$ cat src/design/ocs_pkg.sv
// shared constants, types and codes for the open/closed syncmer classifier
// no dependencies; every other design file refers to it by scoped names
package ocs_pkg;

    // sizing
    localparam int SMER_LEN   = 4;
    localparam int MAX_K      = 32;
    localparam int RING_DEPTH = 128;

    localparam int KMER_W      = 64;
    localparam int NUC_W       = 2;
    localparam int SMER_BITS   = 2 * SMER_LEN;
    localparam int KEY_W       = SMER_BITS + 1;
    localparam int CELL_W      = $clog2(MAX_K);
    localparam int STEP_CNT_W  = $clog2(MAX_K + 1);
    localparam int POS_W       = 5;
    localparam int CLASS_W     = 2;
    localparam int KLEN_W      = 6;
    localparam int WLEN_W      = 8;
    localparam int OUT_SUM_W   = 9;
    localparam int RING_PTR_W  = $clog2(RING_DEPTH);
    localparam int RING_CNT_W  = $clog2(RING_DEPTH + 1);
    localparam int SUM_RAW_W   = $clog2(3 * RING_DEPTH + 1);
    localparam int SUM_ACC_W   = (SUM_RAW_W > OUT_SUM_W) ? SUM_RAW_W : OUT_SUM_W;

    localparam logic [KMER_W-1:0]    S_SEED  = 64'h9e3779b97f4a7c15;
    localparam logic [KMER_W-1:0]    K_SEED  = 64'hBF58476D1CE4E5B9;
    localparam logic [OUT_SUM_W-1:0] SUM_MAX = '1;

    // configuration
    localparam int CFG_INDEX_W = 1;
    localparam int CFG_DATA_W  = 8;
    localparam logic [CFG_INDEX_W-1:0] CFG_KMER_LENGTH   = 1'd0;
    localparam logic [CFG_INDEX_W-1:0] CFG_WINDOW_LENGTH = 1'd1;
    localparam logic [KLEN_W-1:0] KMER_LENGTH_RESET   = 6'd12;
    localparam logic [WLEN_W-1:0] WINDOW_LENGTH_RESET = 8'd24;

    // class codes
    localparam logic [CLASS_W-1:0] CLS_OPEN    = 2'd1;
    localparam logic [CLASS_W-1:0] CLS_CLOSED  = 2'd2;
    localparam logic [CLASS_W-1:0] CLS_NEITHER = 2'd3;

    // running minimum handed from an older cell to a newer one
    typedef struct packed {
        logic             found;
        logic [KEY_W-1:0] key;
        logic [POS_W-1:0] pos;
    } min_link_t;

    // commands into the class ring
    typedef struct packed {
        logic               start;
        logic               commit;
        logic [CLASS_W-1:0] cls;
    } ring_cmd_t;

    // status out of the class ring
    typedef struct packed {
        logic                 done;
        logic [SUM_ACC_W-1:0] older_sum;
    } ring_status_t;

endpackage

$ cat src/design/ocs_channels.sv
// valid/ready channel interfaces for nucleotide input and classifier results
// depends on ocs_pkg for field widths
interface ocs_in_if;
    logic                         valid;
    logic                         ready;
    logic [ocs_pkg::NUC_W-1:0]    nucleotide;

    modport source (output valid, output nucleotide, input ready);
    modport sink   (input valid, input nucleotide, output ready);
endinterface

interface ocs_out_if;
    logic                           valid;
    logic                           ready;
    logic [ocs_pkg::CLASS_W-1:0]    syncmer_class;
    logic [ocs_pkg::POS_W-1:0]      min_position;
    logic [ocs_pkg::KMER_W-1:0]     kmer_hash;
    logic [ocs_pkg::OUT_SUM_W-1:0]  window_class_sum;

    modport source (output valid, output syncmer_class, output min_position,
                    output kmer_hash, output window_class_sum, input ready);
    modport sink   (input valid, input syncmer_class, input min_position,
                    input kmer_hash, input window_class_sum, output ready);
endinterface

$ cat src/design/ocs_cell.sv
// one history cell: holds an s-mer key and folds it into the running minimum
// depends on ocs_pkg (key width, min_link_t)
module ocs_cell (
    input  logic                        clk,
    input  logic                        rst_n,
    input  logic                        shift,
    input  logic [ocs_pkg::KEY_W-1:0]   key_in,
    input  ocs_pkg::min_link_t          link_in,
    input  logic [ocs_pkg::CELL_W-1:0]  cell_index,
    input  logic [ocs_pkg::CELL_W-1:0]  last_pos,
    output logic [ocs_pkg::KEY_W-1:0]   key,
    output ocs_pkg::min_link_t          link_out
);

    logic [ocs_pkg::KEY_W-1:0] key_reg;
    logic [ocs_pkg::KEY_W-1:0] key_next;
    ocs_pkg::min_link_t        link_reg;
    ocs_pkg::min_link_t        link_next;
    logic                      in_window;
    logic                      take_own;

    assign in_window = (cell_index <= last_pos);
    // older neighbor wins ties, so only a strictly smaller key replaces it
    assign take_own  = !link_in.found || (key_reg < link_in.key);

    always_comb
    begin
        key_next  = shift ? key_in : key_reg;
        link_next = link_in;
        if (in_window && take_own)
        begin
            link_next.found = 1'b1;
            link_next.key   = key_reg;
            link_next.pos   = ocs_pkg::POS_W'(last_pos - cell_index);
        end
    end

    always_ff @(posedge clk or negedge rst_n)
    begin
        if (!rst_n)
        begin
            key_reg  <= '0;
            link_reg <= '0;
        end
        else
        begin
            key_reg  <= key_next;
            link_reg <= link_next;
        end
    end

    assign key      = key_reg;
    assign link_out = link_reg;

endmodule

$ cat src/design/ocs_ring_sum.sv
// class ring memory with write pointer, fill flag and window sum sweep
// depends on ocs_pkg (ring sizing, ring_cmd_t, ring_status_t)
module ocs_ring_sum (
    input  logic                            clk,
    input  logic                            rst_n,
    input  ocs_pkg::ring_cmd_t              cmd,
    input  logic [ocs_pkg::RING_CNT_W-1:0]  window,
    output ocs_pkg::ring_status_t           status
);

    localparam int AW = ocs_pkg::RING_CNT_W + 1;

    logic [ocs_pkg::CLASS_W-1:0]    mem [ocs_pkg::RING_DEPTH];
    logic [ocs_pkg::RING_PTR_W-1:0] ptr_reg,  ptr_next;
    logic                           full_reg, full_next;
    logic                           busy_reg, busy_next;
    logic [ocs_pkg::RING_CNT_W-1:0] back_reg, back_next;
    logic                           pend_reg, pend_next;
    logic                           live_reg, live_next;
    logic [ocs_pkg::SUM_ACC_W-1:0]  acc_reg,  acc_next;
    logic [ocs_pkg::CLASS_W-1:0]    rd_data_reg;
    logic [AW-1:0]                  ptr_ext;
    logic [AW-1:0]                  back_ext;
    logic [AW-1:0]                  addr_ext;
    logic [ocs_pkg::RING_PTR_W-1:0] rd_addr;

    assign ptr_ext  = AW'(ptr_reg);
    assign back_ext = AW'(back_reg);
    assign addr_ext = (ptr_ext >= back_ext) ? (ptr_ext - back_ext)
                                            : (ptr_ext + AW'(ocs_pkg::RING_DEPTH) - back_ext);
    assign rd_addr  = addr_ext[ocs_pkg::RING_PTR_W-1:0];

    always_comb
    begin
        ptr_next  = ptr_reg;
        full_next = full_reg;
        busy_next = busy_reg;
        back_next = back_reg;
        pend_next = busy_reg;
        live_next = full_reg || (rd_addr < ptr_reg);
        acc_next  = acc_reg;

        if (pend_reg && live_reg)
            acc_next = acc_reg + ocs_pkg::SUM_ACC_W'(rd_data_reg);

        if (busy_reg)
        begin
            if (back_reg == window - ocs_pkg::RING_CNT_W'(1))
                busy_next = 1'b0;
            else
                back_next = back_reg + ocs_pkg::RING_CNT_W'(1);
        end

        if (cmd.start)
        begin
            // entries one back through window-1 back; the newest comes in at commit
            acc_next  = '0;
            back_next = ocs_pkg::RING_CNT_W'(1);
            busy_next = (window > ocs_pkg::RING_CNT_W'(1));
            pend_next = 1'b0;
        end

        if (cmd.commit)
        begin
            if (ptr_reg == ocs_pkg::RING_PTR_W'(ocs_pkg::RING_DEPTH - 1))
            begin
                ptr_next  = '0;
                full_next = 1'b1;
            end
            else
                ptr_next = ptr_reg + ocs_pkg::RING_PTR_W'(1);
        end
    end

    always_ff @(posedge clk or negedge rst_n)
    begin
        if (!rst_n)
        begin
            ptr_reg  <= '0;
            full_reg <= 1'b0;
            busy_reg <= 1'b0;
            back_reg <= '0;
            pend_reg <= 1'b0;
            live_reg <= 1'b0;
            acc_reg  <= '0;
        end
        else
        begin
            ptr_reg  <= ptr_next;
            full_reg <= full_next;
            busy_reg <= busy_next;
            back_reg <= back_next;
            pend_reg <= pend_next;
            live_reg <= live_next;
            acc_reg  <= acc_next;
        end
    end

    always_ff @(posedge clk)
    begin
        if (cmd.commit)
            mem[ptr_reg] <= cmd.cls;
        if (busy_reg)
            rd_data_reg <= mem[rd_addr];
    end

    assign status.done      = !busy_reg && !pend_reg;
    assign status.older_sum = acc_reg;

endmodule

$ cat src/design/open_closed_syncmer_classifier_unit.sv
// top level of the open/closed syncmer classifier
// depends on ocs_pkg, ocs_channels (ocs_in_if, ocs_out_if), ocs_cell, ocs_ring_sum
//
// One nucleotide per transaction on sample, one result per nucleotide on result.
// The block works on one transaction at a time. Acceptance shifts the base into
// the rolling k-mer and shifts the new s-mer key into a chain of MAX_K history
// cells; the running minimum then ripples from the oldest cell to the newest,
// one cell per clock, through all MAX_K cells. In parallel the class ring
// sweeps its w-1 older entries, one memory read per cycle (w = window_length
// saturated to the ring depth). The result is registered at commit, once the
// ripple and the sweep are done and the output register is free; sample.ready
// returns with it, so no nucleotide is taken before that. A result that waits on
// result.ready does not hold off the next transaction, only the next commit.
// Reset clears the history cells and marks the ring empty through its fill flag;
// there is no clearing pass. Configuration writes go on cfg_write_en / cfg_index
// / cfg_data and should only be issued while the block is idle.
module open_closed_syncmer_classifier_unit (
    input  logic                              clk,
    input  logic                              rst_n,
    ocs_in_if.sink                            sample,
    ocs_out_if.source                         result,
    input  logic                              cfg_write_en,
    input  logic [ocs_pkg::CFG_INDEX_W-1:0]   cfg_index,
    input  logic [ocs_pkg::CFG_DATA_W-1:0]    cfg_data
);

    // sequencer codes
    localparam logic ST_IDLE = 1'b0;
    localparam logic ST_BUSY = 1'b1;

    logic                             state_reg, state_next;
    logic [ocs_pkg::STEP_CNT_W-1:0]   cnt_reg, cnt_next;
    logic [ocs_pkg::KLEN_W-1:0]       kmer_length_reg;
    logic [ocs_pkg::WLEN_W-1:0]       window_length_reg;
    logic [ocs_pkg::KMER_W-1:0]       kmer_reg, kmer_next;

    // output register
    logic                             out_valid_reg, out_valid_next;
    logic [ocs_pkg::CLASS_W-1:0]      out_class_reg;
    logic [ocs_pkg::POS_W-1:0]        out_pos_reg;
    logic [ocs_pkg::KMER_W-1:0]       out_hash_reg;
    logic [ocs_pkg::OUT_SUM_W-1:0]    out_sum_reg;

    logic                             accept;
    logic                             commit;
    logic [ocs_pkg::KLEN_W-1:0]       k_sat;
    logic [ocs_pkg::RING_CNT_W-1:0]   w_sat;
    logic [ocs_pkg::CELL_W-1:0]       last_pos;
    logic [ocs_pkg::CELL_W-1:0]       mid_pos;
    logic [ocs_pkg::KMER_W-1:0]       kmask;
    logic [ocs_pkg::KEY_W-1:0]        new_key;
    logic [ocs_pkg::CLASS_W-1:0]      cls;
    logic [ocs_pkg::POS_W-1:0]        min_pos;
    logic [ocs_pkg::SUM_ACC_W:0]      total;
    logic [ocs_pkg::OUT_SUM_W-1:0]    sum_sat;

    logic [ocs_pkg::KEY_W-1:0]        keys  [ocs_pkg::MAX_K];
    ocs_pkg::min_link_t               links [ocs_pkg::MAX_K+1];
    ocs_pkg::ring_cmd_t               ring_cmd;
    ocs_pkg::ring_status_t            ring_status;

    // configuration registers
    always_ff @(posedge clk or negedge rst_n)
    begin
        if (!rst_n)
        begin
            kmer_length_reg   <= ocs_pkg::KMER_LENGTH_RESET;
            window_length_reg <= ocs_pkg::WINDOW_LENGTH_RESET;
        end
        else if (cfg_write_en)
        begin
            unique case (cfg_index)
                ocs_pkg::CFG_KMER_LENGTH:
                    kmer_length_reg   <= cfg_data[ocs_pkg::KLEN_W-1:0];
                ocs_pkg::CFG_WINDOW_LENGTH:
                    window_length_reg <= cfg_data[ocs_pkg::WLEN_W-1:0];
            endcase
        end
    end

    // saturated k and w, window geometry
    always_comb
    begin
        if (kmer_length_reg < ocs_pkg::KLEN_W'(ocs_pkg::SMER_LEN))
            k_sat = ocs_pkg::KLEN_W'(ocs_pkg::SMER_LEN);
        else if (kmer_length_reg > ocs_pkg::KLEN_W'(ocs_pkg::MAX_K))
            k_sat = ocs_pkg::KLEN_W'(ocs_pkg::MAX_K);
        else
            k_sat = kmer_length_reg;

        if (ocs_pkg::RING_CNT_W'(window_length_reg) > ocs_pkg::RING_CNT_W'(ocs_pkg::RING_DEPTH))
            w_sat = ocs_pkg::RING_CNT_W'(ocs_pkg::RING_DEPTH);
        else
            w_sat = ocs_pkg::RING_CNT_W'(window_length_reg);
    end

    // last window position is k - s, the middle one half of that
    assign last_pos = ocs_pkg::CELL_W'(k_sat - ocs_pkg::KLEN_W'(ocs_pkg::SMER_LEN));
    assign mid_pos  = last_pos >> 1;

    // k-mer mask, two bits per nucleotide below k
    always_comb
    begin
        for (int n = 0; n < ocs_pkg::KMER_W / 2; n++)
            kmask[2*n +: 2] = (n < int'(k_sat)) ? 2'b11 : 2'b00;
    end

    assign kmer_next = {kmer_reg[ocs_pkg::KMER_W-3:0], sample.nucleotide} & kmask;

    // key order matches hash order: never-written is 0, written keys carry
    // the top bit and the low seed bits (the upper seed bits are common)
    assign new_key = {1'b1, kmer_next[ocs_pkg::SMER_BITS-1:0]
                            ^ ocs_pkg::S_SEED[ocs_pkg::SMER_BITS-1:0]};

    // history chain, cell 0 newest; minimum ripples from the oldest end
    assign links[ocs_pkg::MAX_K] = '0;

    for (genvar i = 0; i < ocs_pkg::MAX_K; i++)
    begin : g_cell
        ocs_cell u_cell (
            .clk        (clk),
            .rst_n      (rst_n),
            .shift      (accept),
            .key_in     ((i == 0) ? new_key : keys[(i == 0) ? 0 : i - 1]),
            .link_in    (links[i+1]),
            .cell_index (ocs_pkg::CELL_W'(i)),
            .last_pos   (last_pos),
            .key        (keys[i]),
            .link_out   (links[i])
        );
    end

    assign min_pos = links[0].pos;

    // open wins over closed
    always_comb
    begin
        priority if (ocs_pkg::CELL_W'(min_pos) == mid_pos)
            cls = ocs_pkg::CLS_OPEN;
        else if (min_pos == '0 || ocs_pkg::CELL_W'(min_pos) == last_pos)
            cls = ocs_pkg::CLS_CLOSED;
        else
            cls = ocs_pkg::CLS_NEITHER;
    end

    // class ring and window sum
    assign ring_cmd.start  = accept;
    assign ring_cmd.commit = commit;
    assign ring_cmd.cls    = cls;

    ocs_ring_sum u_ring (
        .clk    (clk),
        .rst_n  (rst_n),
        .cmd    (ring_cmd),
        .window (w_sat),
        .status (ring_status)
    );

    // newest class counts only when the window is not empty
    assign total   = (w_sat == '0) ? '0
                   : ((ocs_pkg::SUM_ACC_W+1)'(ring_status.older_sum)
                      + (ocs_pkg::SUM_ACC_W+1)'(cls));
    assign sum_sat = (total > (ocs_pkg::SUM_ACC_W+1)'(ocs_pkg::SUM_MAX)) ? ocs_pkg::SUM_MAX
                   : total[ocs_pkg::OUT_SUM_W-1:0];

    // sequencer
    assign accept = sample.valid && sample.ready;
    assign commit = (state_reg == ST_BUSY)
                 && (cnt_reg == ocs_pkg::STEP_CNT_W'(ocs_pkg::MAX_K))
                 && ring_status.done
                 && (!out_valid_reg || result.ready);

    always_comb
    begin
        state_next     = state_reg;
        cnt_next       = cnt_reg;
        out_valid_next = out_valid_reg;

        if (out_valid_reg && result.ready)
            out_valid_next = 1'b0;

        unique case (state_reg)
            ST_IDLE:
            begin
                if (accept)
                begin
                    state_next = ST_BUSY;
                    cnt_next   = '0;
                end
            end
            ST_BUSY:
            begin
                if (cnt_reg != ocs_pkg::STEP_CNT_W'(ocs_pkg::MAX_K))
                    cnt_next = cnt_reg + ocs_pkg::STEP_CNT_W'(1);
                if (commit)
                begin
                    state_next     = ST_IDLE;
                    out_valid_next = 1'b1;
                end
            end
        endcase
    end

    always_ff @(posedge clk or negedge rst_n)
    begin
        if (!rst_n)
        begin
            state_reg     <= ST_IDLE;
            cnt_reg       <= '0;
            kmer_reg      <= '0;
            out_valid_reg <= 1'b0;
        end
        else
        begin
            state_reg     <= state_next;
            cnt_reg       <= cnt_next;
            out_valid_reg <= out_valid_next;
            if (accept)
                kmer_reg <= kmer_next;
        end
    end

    // result payload
    always_ff @(posedge clk)
    begin
        if (commit)
        begin
            out_class_reg <= cls;
            out_pos_reg   <= min_pos;
            out_hash_reg  <= kmer_reg ^ ocs_pkg::K_SEED;
            out_sum_reg   <= sum_sat;
        end
    end

    assign sample.ready            = (state_reg == ST_IDLE);
    assign result.valid            = out_valid_reg;
    assign result.syncmer_class    = out_class_reg;
    assign result.min_position     = out_pos_reg;
    assign result.kmer_hash        = out_hash_reg;
    assign result.window_class_sum = out_sum_reg;

    // a new result only ever comes out of the busy state
    a_result_from_busy: assert property (@(posedge clk) disable iff (!rst_n)
        $rose(result.valid) |-> $past(state_reg == ST_BUSY))
        else $error("result raised without a finished item");

    // one transaction at a time
    a_one_in_flight: assert property (@(posedge clk) disable iff (!rst_n)
        accept |=> !sample.ready)
        else $error("input accepted while an item is at work");

    // commit needs the full ripple through the cell chain
    a_commit_after_ripple: assert property (@(posedge clk) disable iff (!rst_n)
        commit |-> $past(state_reg == ST_BUSY, ocs_pkg::MAX_K))
        else $error("commit before the minimum reached the newest cell");

    // a delivered minimum lies inside the window
    a_pos_in_window: assert property (@(posedge clk) disable iff (!rst_n)
        result.valid |-> (ocs_pkg::CELL_W'(result.min_position) <= last_pos))
        else $error("min position beyond the window");

endmodule
$ cat src/flat_wrapper.sv
// flat-port wrapper written by rule: the top's interface ports become plain ports
module open_closed_syncmer_classifier_unit_flat 
  (clk, rst_n, cfg_write_en, cfg_index, cfg_data, sample_valid, sample_nucleotide, sample_ready, result_valid, result_syncmer_class, result_min_position, result_kmer_hash, result_window_class_sum, result_ready);
  ocs_in_if sample_i ();
  ocs_out_if result_i ();
  input  logic clk;
  input  logic rst_n;
  input  logic cfg_write_en;
  input  logic [ocs_pkg::CFG_INDEX_W-1:0] cfg_index;
  input  logic [ocs_pkg::CFG_DATA_W-1:0] cfg_data;
  input wire logic [$bits(sample_i.valid)-1:0] sample_valid;
  input wire logic [$bits(sample_i.nucleotide)-1:0] sample_nucleotide;
  output wire logic [$bits(sample_i.ready)-1:0] sample_ready;
  output wire logic [$bits(result_i.valid)-1:0] result_valid;
  output wire logic [$bits(result_i.syncmer_class)-1:0] result_syncmer_class;
  output wire logic [$bits(result_i.min_position)-1:0] result_min_position;
  output wire logic [$bits(result_i.kmer_hash)-1:0] result_kmer_hash;
  output wire logic [$bits(result_i.window_class_sum)-1:0] result_window_class_sum;
  input wire logic [$bits(result_i.ready)-1:0] result_ready;
  assign sample_i.valid = sample_valid;
  assign sample_i.nucleotide = sample_nucleotide;
  assign sample_ready = sample_i.ready;
  assign result_valid = result_i.valid;
  assign result_syncmer_class = result_i.syncmer_class;
  assign result_min_position = result_i.min_position;
  assign result_kmer_hash = result_i.kmer_hash;
  assign result_window_class_sum = result_i.window_class_sum;
  assign result_i.ready = result_ready;
  open_closed_syncmer_classifier_unit u_core (.clk(clk), .rst_n(rst_n), .sample(sample_i), .result(result_i), .cfg_write_en(cfg_write_en), .cfg_index(cfg_index), .cfg_data(cfg_data));
endmodule
$ cat config.mk
export PLATFORM = sky130hd
export DESIGN_NAME = open_closed_syncmer_classifier_unit_flat
export DESIGN_NICKNAME = d
export VERILOG_FILES = /design/src/design/ocs_pkg.sv /design/src/design/ocs_channels.sv /design/src/design/ocs_cell.sv /design/src/design/ocs_ring_sum.sv /design/src/design/open_closed_syncmer_classifier_unit.sv /design/src/flat_wrapper.sv
export SDC_FILE = /design/constraint.sdc
export NUM_CORES = 2
export LEC_CHECK = 0
export BUFFER_PORTS_ARGS = -buffer_cell sky130_fd_sc_hd__buf_2
export CORE_ASPECT_RATIO = 0.7
export CORE_MARGIN = 2
export CORE_UTILIZATION = 45
export CTS_CLUSTER_DIAMETER = 30
export CTS_CLUSTER_SIZE = 28
export DETAILED_ROUTE_END_ITERATION = 8
export SETUP_SLACK_MARGIN = 0.5
export SLEW_MARGIN = 20
export SYNTH_ARGS = -nofsm -noshare
export SYNTH_HDL_FRONTEND = slang
export SYNTH_SLANG_ARGS = --single-unit
$ cat constraint.sdc
create_clock -name clk -period 9.4 [get_ports clk]
set_input_delay 0.94 -clock clk [delete_from_list [all_inputs] [get_ports clk]]
set_output_delay 0.94 -clock clk [all_outputs]
set_load 0.01 [all_outputs]
* After elaboration in Yosys (flattened, before gate mapping)
Memory sizes are Yosys's and may differ from the RTL's. A register that Yosys moved wholly into a read port is not among the register bits.
Cells that the tools add are included.
** Storage, ports and cells
- Bits in registers :: 952
- Bits in writable memories :: 256
- Bits of input ports :: 16
- Output and inout bits :: 82
- Logic and storage cells :: 508
- Memories :: 1
** Cells by class
- $add $sub $neg :: 41
- $lt $le $gt $ge :: 102
- Equality and inequality tests :: 9
- Mux-type cells :: 92
- Bitwise operators :: 5
- Reductions and logical operators :: 115
** Memory list
- u_core.u_ring.mem :: depth 128, width 2, rd ports 1, clocked after memory_dff 1, wr ports 1, RTL line ocs_ring_sum.sv:13 : logic [ocs_pkg::CLASS_W-1:0] mem [ocs_pkg::RING_DEPTH];
** Operator list (count)
- 15-bit two-way mux :: 31
- 9-bit less-than comparator :: 31
- 5-bit by 6-bit less-than comparator with 1-bit output, first input constant :: 16
- 5-bit <= comparator, first input constant :: 16
- 5-bit subtractor, second input constant :: 16
- 2-bit two-way mux :: 33
- 64-bit bitwise AND :: 1
- 4-bit by 6-bit less-than comparator with 1-bit output, first input constant :: 8
- 4-bit by 5-bit <= comparator with 1-bit output, first input constant :: 8
- 5-bit by 4-bit subtractor with 5-bit output, second input constant :: 8
- 1-bit logical AND :: 38
- 36-bit inverter :: 1
- 1-bit zero test :: 34
- 1-bit logical OR :: 34
- 8-bit two-way mux :: 4
- 5-bit by 3-bit subtractor with 5-bit output, second input constant :: 5
- 3-bit by 6-bit less-than comparator with 1-bit output, first input constant :: 4
- 6-bit two-way mux :: 4
- 3-bit by 5-bit <= comparator with 1-bit output, first input constant :: 4
- 9-bit two-way mux :: 2
- 7-bit by 1-bit adder with 7-bit output, second input constant :: 2
- 7-bit two-way mux :: 2
- 7-bit subtractor :: 2
- 1-bit by 6-bit less-than comparator with 1-bit output, first input constant :: 2
- 36 further kinds :: 58

* Logic depth before layout (Yosys ltp)
- Depth after elaboration :: 11
- Gate-level depth with buffers :: 21
- Gate-level depth less buffers :: 17

* Hierarchy
A second synthesis with hierarchy kept.
** Second synthesis, totals
- Cell total of the unflattened synthesis :: 4960
- Area total of the unflattened synthesis :: 62756.4 sq um
** By module, submodules not included
- ocs_cell :: times used 32, cells each 108, area an instance 1338.8 sq um, sequential area each 600.6 sq um
- ocs_ring_sum :: times used 1, cells each 951, area an instance 12985.0 sq um, sequential area each 8448.1 sq um
- open_closed_syncmer_classifier_unit :: times used 1, cells each 553, area an instance 6930.4 sq um, sequential area each 4559.4 sq um

* Worst setup path after synthesis
OpenSTA, ideal clock, no wires.
- Kind :: reg2reg
- From :: register u_core.kmer_length_reg[4] (netlist bit)
- To :: register u_core.out_sum_reg, in the netlist u_core.result.window_class_sum[7] (data pin)
- Setup time :: 0.268 ns
- Data arrival time :: 7.729 ns
- Required time :: 9.132 ns
- Setup slack :: 1.403 ns
- Stages on the path, launching flop included :: 21
- Buffers on the path :: 3
- Clock period less this slack :: 7.997 ns
- Cells stage by stage :: dfrtp_1 buf_2 nor2_1 nor2_1 nor2_2 inv_2 buf_2 ha_1 clkbuf_1 xnor2_2 inv_2 xnor2_1 nor3_1 nand3_1 nand2_1 ha_1 a21oi_1 nor2b_1 nand3_1 nor3b_1 nor3_1
** On the way
- Elaborated cells on any way between the ends :: 13
- Classes of those cells :: add/sub (2); order compare (3); eq/ne (2); mux (5); reduce/logical (1)
** RTL lines
- from (decl) :: RTL line open_closed_syncmer_classifier_unit.sv:33 : logic [ocs_pkg::KLEN_W-1:0] kmer_length_reg;
- from (signal assigned) :: RTL line open_closed_syncmer_classifier_unit.sv:67 : kmer_length_reg <= ocs_pkg::KMER_LENGTH_RESET;
- from (signal assigned) :: RTL line open_closed_syncmer_classifier_unit.sv:74 : kmer_length_reg <= cfg_data[ocs_pkg::KLEN_W-1:0];
- 6-bit greater-than comparator :: RTL line open_closed_syncmer_classifier_unit.sv:86 : else if (kmer_length_reg > ocs_pkg::KLEN_W'(ocs_pkg::MAX_K))
- 6-bit two-way mux :: RTL line open_closed_syncmer_classifier_unit.sv:86
- 6-bit two-way mux (*) :: RTL line open_closed_syncmer_classifier_unit.sv:84 : if (kmer_length_reg < ocs_pkg::KLEN_W'(ocs_pkg::SMER_LEN))
- 5-bit by 3-bit subtractor with 5-bit output (*) :: RTL line open_closed_syncmer_classifier_unit.sv:98 : assign last_pos = ocs_pkg::CELL_W'(k_sat - ocs_pkg::KLEN_W'(ocs_pkg::SMER_LEN));
- 5-bit by 4-bit equality test with 1-bit output (*) :: RTL line open_closed_syncmer_classifier_unit.sv:138 : priority if (ocs_pkg::CELL_W'(min_pos) == mid_pos)
- 2-bit two-way mux (*) :: RTL line open_closed_syncmer_classifier_unit.sv:138
- net u_core.cls, one bit :: RTL line open_closed_syncmer_classifier_unit.sv:52 : logic [ocs_pkg::CLASS_W-1:0] cls;
- 9-bit by 2-bit adder with 10-bit output (*) :: RTL line open_closed_syncmer_classifier_unit.sv:162 : + (ocs_pkg::SUM_ACC_W+1)'(cls));
- 10-bit two-way mux (*) :: RTL line open_closed_syncmer_classifier_unit.sv:160 : assign total = (w_sat == '0) ? '0
- 10-bit by 9-bit greater-than comparator with 1-bit output :: RTL line open_closed_syncmer_classifier_unit.sv:163 : assign sum_sat = (total > (ocs_pkg::SUM_ACC_W+1)'(ocs_pkg::SUM_MAX)) ? ocs_pkg::SUM_MAX
- to (signal assigned) :: RTL line open_closed_syncmer_classifier_unit.sv:231 : out_sum_reg <= sum_sat;
- to (decl) :: RTL line open_closed_syncmer_classifier_unit.sv:42 : logic [ocs_pkg::OUT_SUM_W-1:0] out_sum_reg;
The timed path passes the listed nets; every way through them passes the cells marked *.
A chain may end at the register's enable or synchronous reset.

* Worst setup path after layout
- From :: register u_core.kmer_length_reg[4] (netlist bit)
- To :: register u_core.out_sum_reg, in the netlist u_core.result.window_class_sum[0] (data pin)
** On the way
- Elaborated cells on any way between the ends :: 13
- Classes of those cells :: add/sub (2); order compare (3); eq/ne (2); mux (5); reduce/logical (1)
** RTL lines (RTL line)
- 6-bit greater-than comparator :: open_closed_syncmer_classifier_unit.sv:86
- 6-bit two-way mux :: open_closed_syncmer_classifier_unit.sv:86
- 6-bit two-way mux (*) :: open_closed_syncmer_classifier_unit.sv:84
- 5-bit by 3-bit subtractor with 5-bit output (*) :: open_closed_syncmer_classifier_unit.sv:98
- 5-bit by 4-bit equality test with 1-bit output (*) :: open_closed_syncmer_classifier_unit.sv:138
- 2-bit two-way mux (*) :: open_closed_syncmer_classifier_unit.sv:138
- net u_core.cls, one bit :: open_closed_syncmer_classifier_unit.sv:52
- 9-bit by 2-bit adder with 10-bit output (*) :: open_closed_syncmer_classifier_unit.sv:162
- 10-bit two-way mux (*) :: open_closed_syncmer_classifier_unit.sv:160
- 10-bit by 9-bit greater-than comparator with 1-bit output (*) :: open_closed_syncmer_classifier_unit.sv:163
Marks and branches as above.

==> impl_metrics.env <==
export IMPL_cpPeakStageDelay_ns=0.66
export IMPL_grt_remaining_overflow=0
export IMPL_synth_seq_area_share_pct=59.18
export IMPL_peakVddDrop_mv=0.2105
export IMPL_area_delta_synth_final_pct=16.31
export IMPL_power_leakage_nw=27.87
export IMPL_cts_tree="yes"
export IMPL_antenna_found_initial=4
export IMPL_fin_util_pct=52.62
export IMPL_status="completed"
export IMPL_cap_violations=0
export IMPL_synth_most_common_cell="nand2_1"
export IMPL_wire_per_inst_microns=19.46
export IMPL_synth_ff_type="dfrtp_1"
export IMPL_crit_type="register to register"
export IMPL_coreArea_sq_um=119000
export IMPL_grt_total_usage_pct=20.91
export IMPL_drc_errors=0
export IMPL_use_met2_pct=27.37
export IMPL_start_kind="register"
export IMPL_drtPass1Iterations=5
export IMPL_vias=34010
export IMPL_avgSynthCellArea_sq_um=11.76
export IMPL_htreeDepth=4
export IMPL_ys_types=84
export IMPL_io_pins=98
export IMPL_slew_viol_final=0
export IMPL_start_util_pct=45.24
export IMPL_gp_congestion=0.8297
export IMPL_rsz0062_at_grt="no"
export IMPL_synth_top_area_share_pct=40.13
export IMPL_numCtsBuffers=190
export IMPL_clock_skew_ns=0.05497
export IMPL_cts_sinks=1205
export IMPL_post_cts_setup_buffer_count=0
export IMPL_synth_edff_count=338
export IMPL_postSynthCellCount=4577
export IMPL_die_height_microns=293.3
export IMPL_drive_above_1_share_pct=18.53
export IMPL_synthArstFlopShare_pct=71.95
export IMPL_first_iter_violations=2907
export IMPL_power_density_nw_per_um2=284.2
export IMPL_synth_area_top_cells="dfrtp_1 40%, edfxtp_1 19%, nand2_1 7.2%"
export IMPL_crit_path_cell_trace="nor2_1, nor2_1, nor2_2, buf_4, inv_2, ha_1, xnor2_4, buf_4, inv_2, xnor2_1, nor3_1, nand3_4, nand2_4, ha_1, a21oi_1, nor2b_1, nand3_1, a21oi_1"
export IMPL_use_met3_pct=5.585
export IMPL_drt_wl_total_microns=125700
export IMPL_ys_warn_count=0
export IMPL_period_share_pct=66.59
export IMPL_yosys_area_top_type="dfrtp_1"
export IMPL_hpwl_microns=81770
export IMPL_die_w_microns=417.3
export IMPL_clock_latency_ns=0.79
export IMPL_final_nets=5044
export IMPL_top_usage_layer="met1"
export IMPL_reg2reg_slack_ns=3.14
export IMPL_slowest_stage="nand2_4"
export IMPL_worst_setup_path_end_kind="register"
export IMPL_worstPathMaxFanout=56
export IMPL_drt_antenna_violating_nets=0
export IMPL_worstPathArrival_ns=6.89
export IMPL_period_minus_slack_ns=6.259
export IMPL_synth_common_cells="1038 x nand2_1, 863 x dfrtp_1, 353 x inv_1"
export IMPL_tightest_slew_ns=1.114
export IMPL_hold_viol_final=0
export IMPL_nFillCells=10120
export IMPL_grt_max_degree=175
export IMPL_cts_buffer_depth=3
export IMPL_cp_data_required_time_ns=10.03
export IMPL_fmax_ghz=0.1598
export IMPL_dieArea_sq_um=122400
export IMPL_row_count=106
export IMPL_hold_buffers=0
export IMPL_slew_headroom_pct=25.48
export IMPL_synth_nets=4889
export IMPL_whs_ns=0.2217
export IMPL_grt_pass1_wl_microns=200300
export IMPL_grt_met1_usage_pct=33.43
export IMPL_portBuffers=97
export IMPL_hp_class="input port to async pin"
export IMPL_largest_reg_flops=470
export IMPL_grt_pass1_vias=34070
export IMPL_finalSetupViolations=0
export IMPL_cts_root_buf="clkbuf_16"
export IMPL_cts_clk_slew_worst_paths_ns=0.05
export IMPL_cts_resized=0
export IMPL_synth_seq_cells=1205
export IMPL_vias_per_cell=5.264
export IMPL_tns_ns=0
export IMPL_synthesis_area_sq_um=53820
-- cells in the final DEF, fill, tap and decap left out, types with 61 or more instances in the layout --
cell type	n
ha_1	292
nand2b_1	70
a21oi_1	119
inv_1	352
dfrtp_1	863
buf_2	96
clkbuf_16	192
a21o_1	61
o21ai_0	160
mux2_2	330
edfxtp_1	338
nor2_1	202
nand2_1	1036
mux4_2	64
-- cells by family (layout without fill, tap and decap cells) --
| group | count (synthesis) | in the layout | share of synthesized area [%] |
|---|---|---|---|
| DFF | 1205 | 1205 | 59.18 |
| and+or+nand+nor | 1476 | 1476 | 11.31 |
| buffers and inverters | 543 | 860 | 3.931 |
| adders and majority gates | 296 | 296 | 6.924 |
| other | 0 | 1 | 0 |
| xor gates and xnor gates | 68 | 68 | 1.135 |
| AOI/OAI and AO/OA | 530 | 530 | 6.212 |
| muxes | 459 | 459 | 11.31 |
-- layout make-up --
type                    instances  area, sq um  area share, %
diodes                          1        2.502       0.003998
clock buffers                 238         5167          8.255
clock inverters               116         1358          2.169
inverters                     360         1353          2.161
multi-input cells            2829        19960          31.88
flip-flops and latches       1205        31850          50.88
well taps                    1566         1959          3.130
repair buffers                146        950.9          1.519
-- worst max-delay path, delay by kind of cell, from the launching register on --
| kind | cells | cell delay, ns |
|---|---|---|
| flops | 1 | 0.64 |
| xor+xnor | 2 | 0.38 |
| compound gates | 2 | 0.35 |
| fa+ha+maj | 2 | 0.84 |
| simple gates | 8 | 2.40 |
| buf+inv | 4 | 1.39 |
-- metrics by stage --
step	power, W	setup WS, ns	cells	instance area, sq um
2_1_floorplan	0.009501	1.403	4577	53820
3_3_place_gp	0.01074	3.364	6106	56060
3_5_place_dp	0.01080	3.309	6106	56060
4_1_cts	0.01794	3.226	6460	62590
5_1_grt	0.01868	2.663	6460	62590
6_report	0.01779	3.141	6461	62600
-- final timing paths --
path | startpoint | to | cells past startpoint
worst max-delay path | u_core.kmer_length_reg[4]$_DFFE_PN0P_ | u_core.result.window_class_sum[0]$_SDFFCE_PN1P_ | 18
worst min-delay path | rst_n | u_core.u_ring.back_reg[6]$_DFFE_PN0P_ | 1
worst max register to register | u_core.kmer_length_reg[4]$_DFFE_PN0P_ | u_core.result.window_class_sum[0]$_SDFFCE_PN1P_ | 18
worst min register to register | u_core.g_cell[31].u_cell.link_out[14]$_DFF_PN0_ | u_core.g_cell[30].u_cell.link_out[14]$_DFF_PN0_ | 1
max in group asynchronous | rst_n | u_core.g_cell[31].u_cell.link_out[7]$_DFF_PN0_ | 3
min in group clk | sample_nucleotide[1] | u_core.g_cell[0].u_cell.key[1]$_DFFE_PN0P_ | 3
-- routing by layer --
layer	up-vias	wire length (microns)	share of wire [%]
li1	15930	-	-
met1	16970	64730	51
met2	924	49310	39
met3	182	9434	7.5
met4	6	2228	1.8
met5	-	41	0.033
-- power breakdown --
group | switching, W | leakage, nW | internal (W)
registers | 0.000415 | 14.5 | 0.00618
logic | 0.00235 | 10.2 | 0.00180
clock network | 0.00263 | 3.17 | 0.00441
Note: power is estimated with default switching activity, not from simulation.
